### src/design/mtr_pkg.sv
`timescale 1ns / 1ps

package mtr_pkg;

    // Ring geometry.
    localparam int DEPTH  = 16;
    localparam int ADDR_W = $clog2(DEPTH);
    localparam int CNT_W  = $clog2(DEPTH + 1);

    // Configuration port geometry.
    localparam int CFG_IDX_W  = 1;
    localparam int CFG_DATA_W = 32;

    // Register indexes.
    localparam logic [CFG_IDX_W-1:0] REG_WINDOW_START = 1'd0;
    localparam logic [CFG_IDX_W-1:0] REG_WINDOW_END   = 1'd1;

    // Reset values of the window registers.
    localparam logic [31:0] WINDOW_START_RST = 32'h0000_0000;
    localparam logic [31:0] WINDOW_END_RST   = 32'hFFFF_FFFF;

    // Command codes. The reserved code is ignored by the block.
    localparam logic [1:0] CMD_RECORD_READ  = 2'd0;
    localparam logic [1:0] CMD_RECORD_WRITE = 2'd1;
    localparam logic [1:0] CMD_DUMP         = 2'd2;
    localparam logic [1:0] CMD_RESERVED     = 2'd3;

    // Input word.
    typedef struct packed {
        logic [1:0]  command;
        logic [31:0] pc;
        logic [31:0] addr;
        logic [31:0] data;
    } t_in_word;

    // Result word.
    typedef struct packed {
        logic [31:0] entry_pc;
        logic [31:0] entry_addr;
        logic [31:0] entry_data;
        logic        is_write;
        logic        last;
    } t_out_word;

    // One slot of the ring as held in memory.
    typedef struct packed {
        logic [31:0] pc;
        logic [31:0] addr;
        logic [31:0] data;
        logic        is_write;
    } t_entry;

    localparam int ENTRY_W = $bits(t_entry);

    // Dump sequencer states.
    typedef enum logic [1:0] {
        S_IDLE = 2'b01,
        S_DUMP = 2'b10
    } t_state;

endpackage

### src/design/mtr_ram.sv
`timescale 1ns / 1ps

module mtr_ram #(
    parameter int WIDTH = 8,
    parameter int DEPTH = 16
) (
    input  logic                     i_clk,
    input  logic                     i_we,
    input  logic [$clog2(DEPTH)-1:0] i_waddr,
    input  logic [WIDTH-1:0]         i_wdata,
    input  logic                     i_re,
    input  logic [$clog2(DEPTH)-1:0] i_raddr,
    output logic [WIDTH-1:0]         o_rdata
);

    logic [WIDTH-1:0] r_mem [DEPTH];
    logic [WIDTH-1:0] r_rdata;

    // One write port and one registered read port.
    always_ff @(posedge i_clk) begin
        if (i_we) begin
            r_mem[i_waddr] <= i_wdata;
        end
        if (i_re) begin
            r_rdata <= r_mem[i_raddr];
        end
    end

    assign o_rdata = r_rdata;

endmodule

### src/design/memory_access_trace_ring_core.sv
`timescale 1ns / 1ps

// Memory-access trace ring. A record word (read or write access) is taken in
// any cycle in which busy is low and finishes in that same cycle, so records can
// arrive back to back; it is stored only when its address lies inside the
// inclusive window. A dump word with n stored entries (n up to DEPTH) holds busy
// high while the sequencer reads one slot per cycle from the single read port
// of the ring memory; each result follows in the cycle after its read, one per
// cycle, oldest first, with last set on the final one. A dump of an empty ring
// produces nothing and leaves busy low. The receiver cannot stall: each result
// word is valid on o_res_word only in the cycle in which
// o_res_valid is high. The ring needs no clearing pass after reset, since a
// fill count tells which slots hold entries.
module memory_access_trace_ring_core (
    input  logic                          i_clk,
    input  logic                          i_rst_n,
    input  logic                          start,
    output logic                          busy,
    input  mtr_pkg::t_in_word             i_in_word,
    output logic                          o_res_valid,
    output mtr_pkg::t_out_word            o_res_word,
    input  logic                          i_cfg_we,
    input  logic [mtr_pkg::CFG_IDX_W-1:0] i_cfg_idx,
    input  logic [mtr_pkg::CFG_DATA_W-1:0] i_cfg_data
);

    import mtr_pkg::*;

    logic [31:0]       r_win_start;
    logic [31:0]       r_win_end;
    logic [ADDR_W-1:0] r_wp;
    logic [ADDR_W-1:0] n_wp;
    logic              r_full;
    logic              n_full;
    t_state            r_state;
    t_state            n_state;
    logic [ADDR_W-1:0] r_rd_ptr;
    logic [ADDR_W-1:0] n_rd_ptr;
    logic [CNT_W-1:0]  r_rd_left;
    logic [CNT_W-1:0]  n_rd_left;
    logic              r_out_vld;
    logic              r_out_last;

    logic              accept;
    logic              is_record;
    logic              in_window;
    logic              ram_we;
    logic              ram_re;
    logic [CNT_W-1:0]  fill_count;
    t_entry            wr_entry;
    t_entry            rd_entry;

    // Configuration writes.
    always_ff @(posedge i_clk) begin
        if (!i_rst_n) begin
            r_win_start <= WINDOW_START_RST;
            r_win_end   <= WINDOW_END_RST;
        end else if (i_cfg_we) begin
            unique case (i_cfg_idx)
                REG_WINDOW_START: r_win_start <= i_cfg_data;
                REG_WINDOW_END:   r_win_end   <= i_cfg_data;
                default: ;
            endcase
        end
    end

    // Word acceptance and capture decision.
    assign accept    = start && !busy;
    assign is_record = (i_in_word.command == CMD_RECORD_READ) ||
                       (i_in_word.command == CMD_RECORD_WRITE);
    assign in_window = (i_in_word.addr >= r_win_start) && (i_in_word.addr <= r_win_end);
    assign ram_we    = accept && is_record && in_window;
    assign fill_count = r_full ? CNT_W'(DEPTH) : CNT_W'(r_wp);

    assign wr_entry.pc       = i_in_word.pc;
    assign wr_entry.addr     = i_in_word.addr;
    assign wr_entry.data     = i_in_word.data;
    assign wr_entry.is_write = (i_in_word.command == CMD_RECORD_WRITE);

    // Write position and fill state advance on each capture.
    always_comb begin
        n_wp   = r_wp;
        n_full = r_full;
        if (ram_we) begin
            if (r_wp == ADDR_W'(DEPTH - 1)) begin
                n_wp   = '0;
                n_full = 1'b1;
            end else begin
                n_wp = r_wp + 1'b1;
            end
        end
    end

    // Dump sequencer: one slot read per cycle, oldest slot first.
    assign ram_re = (r_state == S_DUMP);

    always_comb begin
        n_state   = r_state;
        n_rd_ptr  = r_rd_ptr;
        n_rd_left = r_rd_left;
        unique case (r_state)
            S_IDLE: begin
                if (accept && (i_in_word.command == CMD_DUMP) && (fill_count != '0)) begin
                    n_state   = S_DUMP;
                    n_rd_ptr  = r_full ? r_wp : '0;
                    n_rd_left = fill_count;
                end
            end
            S_DUMP: begin
                n_rd_ptr  = (r_rd_ptr == ADDR_W'(DEPTH - 1)) ? '0 : r_rd_ptr + 1'b1;
                n_rd_left = r_rd_left - 1'b1;
                if (r_rd_left == CNT_W'(1)) begin
                    n_state = S_IDLE;
                end
            end
            default: n_state = S_IDLE;
        endcase
    end

    always_ff @(posedge i_clk) begin
        if (!i_rst_n) begin
            r_wp       <= '0;
            r_full     <= 1'b0;
            r_state    <= S_IDLE;
            r_rd_ptr   <= '0;
            r_rd_left  <= '0;
            r_out_vld  <= 1'b0;
            r_out_last <= 1'b0;
        end else begin
            r_wp       <= n_wp;
            r_full     <= n_full;
            r_state    <= n_state;
            r_rd_ptr   <= n_rd_ptr;
            r_rd_left  <= n_rd_left;
            r_out_vld  <= ram_re;
            r_out_last <= ram_re && (r_rd_left == CNT_W'(1));
        end
    end

    // Ring memory.
    mtr_ram #(
        .WIDTH (ENTRY_W),
        .DEPTH (DEPTH)
    ) u_ring (
        .i_clk   (i_clk),
        .i_we    (ram_we),
        .i_waddr (r_wp),
        .i_wdata (wr_entry),
        .i_re    (ram_re),
        .i_raddr (r_rd_ptr),
        .o_rdata (rd_entry)
    );

    // Result word comes straight from the registered read data.
    assign busy                  = (r_state == S_DUMP);
    assign o_res_valid           = r_out_vld;
    assign o_res_word.entry_pc   = rd_entry.pc;
    assign o_res_word.entry_addr = rd_entry.addr;
    assign o_res_word.entry_data = rd_entry.data;
    assign o_res_word.is_write   = rd_entry.is_write;
    assign o_res_word.last       = r_out_last;

    // A dump in progress always has reads left to issue.
    a_dump_has_work: assert property (@(posedge i_clk) disable iff (!i_rst_n)
        (r_state == S_DUMP) |-> (r_rd_left != '0))
        else $error("dump active with no reads left");

    // No capture may write the ring while a dump reads it.
    a_no_write_in_dump: assert property (@(posedge i_clk) disable iff (!i_rst_n)
        (r_state == S_DUMP) |-> !ram_we)
        else $error("ring written during dump");

    // The final read ends the dump and flags the last result.
    a_last_ends_dump: assert property (@(posedge i_clk) disable iff (!i_rst_n)
        ((r_state == S_DUMP) && (r_rd_left == CNT_W'(1))) |=>
        (o_res_valid && o_res_word.last && (r_state == S_IDLE)))
        else $error("dump did not end with a last result");

    // Results only follow cycles of the dump sequencer.
    a_result_from_dump: assert property (@(posedge i_clk) disable iff (!i_rst_n)
        o_res_valid |-> $past(r_state == S_DUMP))
        else $error("result outside a dump");

endmodule
### config.mk
export PLATFORM = sky130hd
export DESIGN_NAME = memory_access_trace_ring_core
export DESIGN_NICKNAME = d
export VERILOG_FILES = /design/src/design/mtr_pkg.sv /design/src/design/mtr_ram.sv /design/src/design/memory_access_trace_ring_core.sv
export SDC_FILE = /design/constraint.sdc
export NUM_CORES = 2
export LEC_CHECK = 0
export BUFFER_PORTS_ARGS = -buffer_cell sky130_fd_sc_hd__buf_2
export CORE_MARGIN = 2
export CORE_UTILIZATION = 58
export CTS_BUF_LIST = sky130_fd_sc_hd__clkbuf_2 sky130_fd_sc_hd__clkbuf_4 sky130_fd_sc_hd__clkbuf_8
export DETAILED_ROUTE_END_ITERATION = 12
export GPL_TIMING_DRIVEN = 0
export PLACE_DENSITY = 0.86
export SLEW_MARGIN = 20
export SYNTH_ARGS = -nofsm -noshare
export SYNTH_HDL_FRONTEND = slang
export SYNTH_SLANG_ARGS = --single-unit
### constraint.sdc
create_clock -name i_clk -period 7.55 [get_ports i_clk]
set_input_delay 1.8875 -clock i_clk [delete_from_list [all_inputs] [get_ports i_clk]]
set_output_delay 1.8875 -clock i_clk [all_outputs]
set_load 0.05 [all_outputs]
==> results.toml <==
[final_layout]
nNetsFinal = 3580
fin_cells = 5098
nFillCells = 6372
area_growth_syn_to_layout_pct = 14.0
layout_common_cells = "1,649 x edfxtp_1, 485 x mux4_2, 253 x buf_2"
final_common_cell = "edfxtp_1"
regArea_mm2 = 0.0512
drive_gt1_frac = 0.340
multi_input_area_mm2 = 0.0139

[detailed_routing]
ant_nets = 0
via_per_inst = 6.67
wirelength_um = 172000
route.detailed.drc = 0
dr_total_vias = 34000
drtPass1Iterations = 5
drt_iter0_drc = 5249
avgRoutedWirePerCell_um = 33.7

[clock_network]
clk_latency_ps = 940
clock_path_buffers = 3
cts_setup_buffers = 0
cts_tree = "yes"
cts-root-buf = "clkbuf_8"
numCtsBuffers = 241
clkSinkCount = 1731
ctsHoldBuffers = 0
cts_resized = 0
htreeDepth = 4
clkSlewWorstSetupHoldPaths_ps = 70

[placed_design]
place_inst = 4630
dpl.hpwl_um = 102000
place_ws_ps = 1310
portBuffers = 233
gp_congestion = 0.834

[floorplan]
num_io_pins = 235
die_width_um = 341
die_area_mm2 = 0.116
row_count = 123
core_area_mm2 = 0.112
die_height_um = 341
start_util = 0.585

[logic_synthesis]
syn_area_mm2 = 0.0658
syn-num-nets = 3056
ys_types = 58
yosys_warnings = 0
synth_area_leaders = "edfxtp_1 75%, mux4_2 17%, dfxtp_1 2.5%, ha_1 1.3%, nand2_1 0.66%"
synth_seq_area_share = 0.777
synth_top_area_frac = 0.752
synth_flop_cell = "edfxtp_1"
synth_edf_count = 1649
yosys.area.top_type = "edfxtp_1"
synthArstFlopShare = 0
synth_area_per_cell_um2 = 23.1
ys_ff_latch = 1731
synth_cells = 2850

[pwr]
leakagePower_nw = 23.9
pwr_density_cell_mw_per_mm2 = 245
vdd_ir_drop_max_mv = 0.189

[worst_setup_path]
cp.buffers_inverters = 5
path_cells = "buf_2, ha_1, nand4_1, nor4_1, a21bo_2, a31oi_1, a221oi_2, buf_4, nand2_1, nor2_4, buf_12, buf_12, buf_12"
crit_arrival_ps = 5980
cpMaxStageDelayCell = "nor4_1"
critical_path_class = "in2reg"
ff2ff_path_depth = 13
worstPathRequired_ps = 8140
reg2reg_to = "u_ring.r_mem[3][20]$_DFFE_PP_"
cp-start-kind = "input port"
reg2reg_from = "r_win_end[14]$_SDFFE_PN1P_"
path_depth = 13
crit_path_end_kind = "register"
cp_top_family = "simple AND/OR/NAND/NOR gates"
critPathMaxStageDelay_ps = 790
crit_path_frequent_cell = "buf_12"
critPathMaxFanout = 19
regToRegSetupSlack_ps = 3040

[status]
outcome = "complete, no violations"

[sta]
relSlewSlack = 0.200
grt_setup_unrepaired = "false"
hold_viol = 0
setup_viol = 0
finalSetupTns_ps = 0
fin_crit_ps = 5400
setup_ws_ps = 2150
clock_skew_ps = 48.9
tightest_slew_ps = 1200
max_freq_ghz = 0.185
slew_viol_final = 0
finalCritPeriodShare = 0.715

[worst_hold_path]
hp-class = "reg2reg"
holdPathEnd = "r_win_start[18]$_SDFFE_PN0P_"
hp-start = "r_win_start[18]$_SDFFE_PN0P_"
min_path_cells = 2

[grt]
grt_pass1_vias = 35200
gr-total-overflow = 0
grt_max_degree = 40
grt_pass1_wl_um = 244000
antenna_found_initial = 24
track_usage = 0.299

[flow_run]
cap_violations = 0
-- worst max-delay path by stage --
| stage | start | end | slack (ps) |
|---|---|---|---|
| final | i_in_word[47] | u_ring.r_mem[3][20]$_DFFE_PP_ | 2150 |
| after global routing | i_in_word[45] | u_ring.r_mem[3][20]$_DFFE_PP_ | 2130 |
| after floorplan | i_in_word[61] | u_ring.r_mem[3][0]$_DFFE_PP_ | 990 |
| after global placement | i_in_word[47] | u_ring.r_mem[3][23]$_DFFE_PP_ | -2760 |
| after CTS | i_in_word[45] | u_ring.r_mem[3][20]$_DFFE_PP_ | 2280 |
| after detailed placement | i_in_word[45] | u_ring.r_mem[3][20]$_DFFE_PP_ | 1310 |
-- synth_stat cells (8+ instances only) --
cell,n
a21boi_0,33
a21o_1,8
a21oi_1,28
and3_1,20
buf_1,48
buf_2,14
clkbuf_1,73
dfxtp_1,82
edfxtp_1,1649
ha_1,71
inv_1,72
mux4_2,485
nand2_1,115
nand3_1,11
nand4_1,12
nor2_1,13
nor2b_1,9
o211ai_1,33
o21ai_0,8
-- per-stage QoR --
stage / utilization / cell area [um2] / total power [W] / hold slack, ps
final: 0.667 / 75000 / 0.0184 / 463
after global routing: 0.667 / 75000 / 0.0189 / 479
after CTS: 0.666 / 74900 / 0.0185 / 466
after detailed placement: 0.623 / 70100 / 0.0112 / 457
after global placement: 0.612 / 68900 / 0.0112 / 453
after floorplan: - / 65800 / 0.0110 / 443
-- power by group --
group | internal (W) | leakage, nW | switching, W
combinational | 0.000144 | 5.82 | 0.000294
clock | 0.00386 | 2.56 | 0.00354
sequential | 0.0106 | 15.5 | 0.0000192
-- tightest hold or removal path, stage by stage, from the launching register on --
cell	delay, ps
dfxtp_1	310
nand2_1	50
a21boi_0	60
-- kinds of logic after synthesis --
| logic type | synth area share |
|---|---|
| buffers and inverters | 0.0127 |
| multiplexers | 0.166 |
| adder cells (fa/ha/maj) | 0.0135 |
| XOR/XNOR | 0.000133 |
| AND/OR/NAND/NOR | 0.0147 |
| flip-flops | 0.777 |
| AO/OA/AOI/OAI | 0.0152 |
-- state kept, by name, summed over array words and instances (netlist names) --
| name | flops |
|---|---|
| r_out_last | 1 |
| r_win_start | 32 |
| r_rd_ptr | 4 |
| u_ring.r_mem | 1552 |
| r_win_end | 32 |
| r_full | 1 |
| o_res_valid | 1 |
| r_rd_left | 5 |
| u_ring.o_rdata | 97 |
| r_state | 2 |
| r_wp | 4 |
-- final cells by class --
class,instances,area share
Clock inverter,148,0.0150
Tap cell,1500,0.0250
Timing Repair Buffer,281,0.0305
Buffer,139,0.00794
Inverter,74,0.00370
Antenna cell,21,0.000700
Clock buffer,298,0.0501
Sequential cell,1731,0.682
Multi-Input combinational cell,906,0.185
-- routing by layer --
metal  GRT usage  vias to the layer above  wire length [um]
met5           0                        -                80
met3      0.0720                      431             20500
met4       0.123                       12              6770
met1       0.391                    17500             57600
li1            -                    13100                 -
met2       0.490                     2961             86800
(Power assumes the default switching activity.)
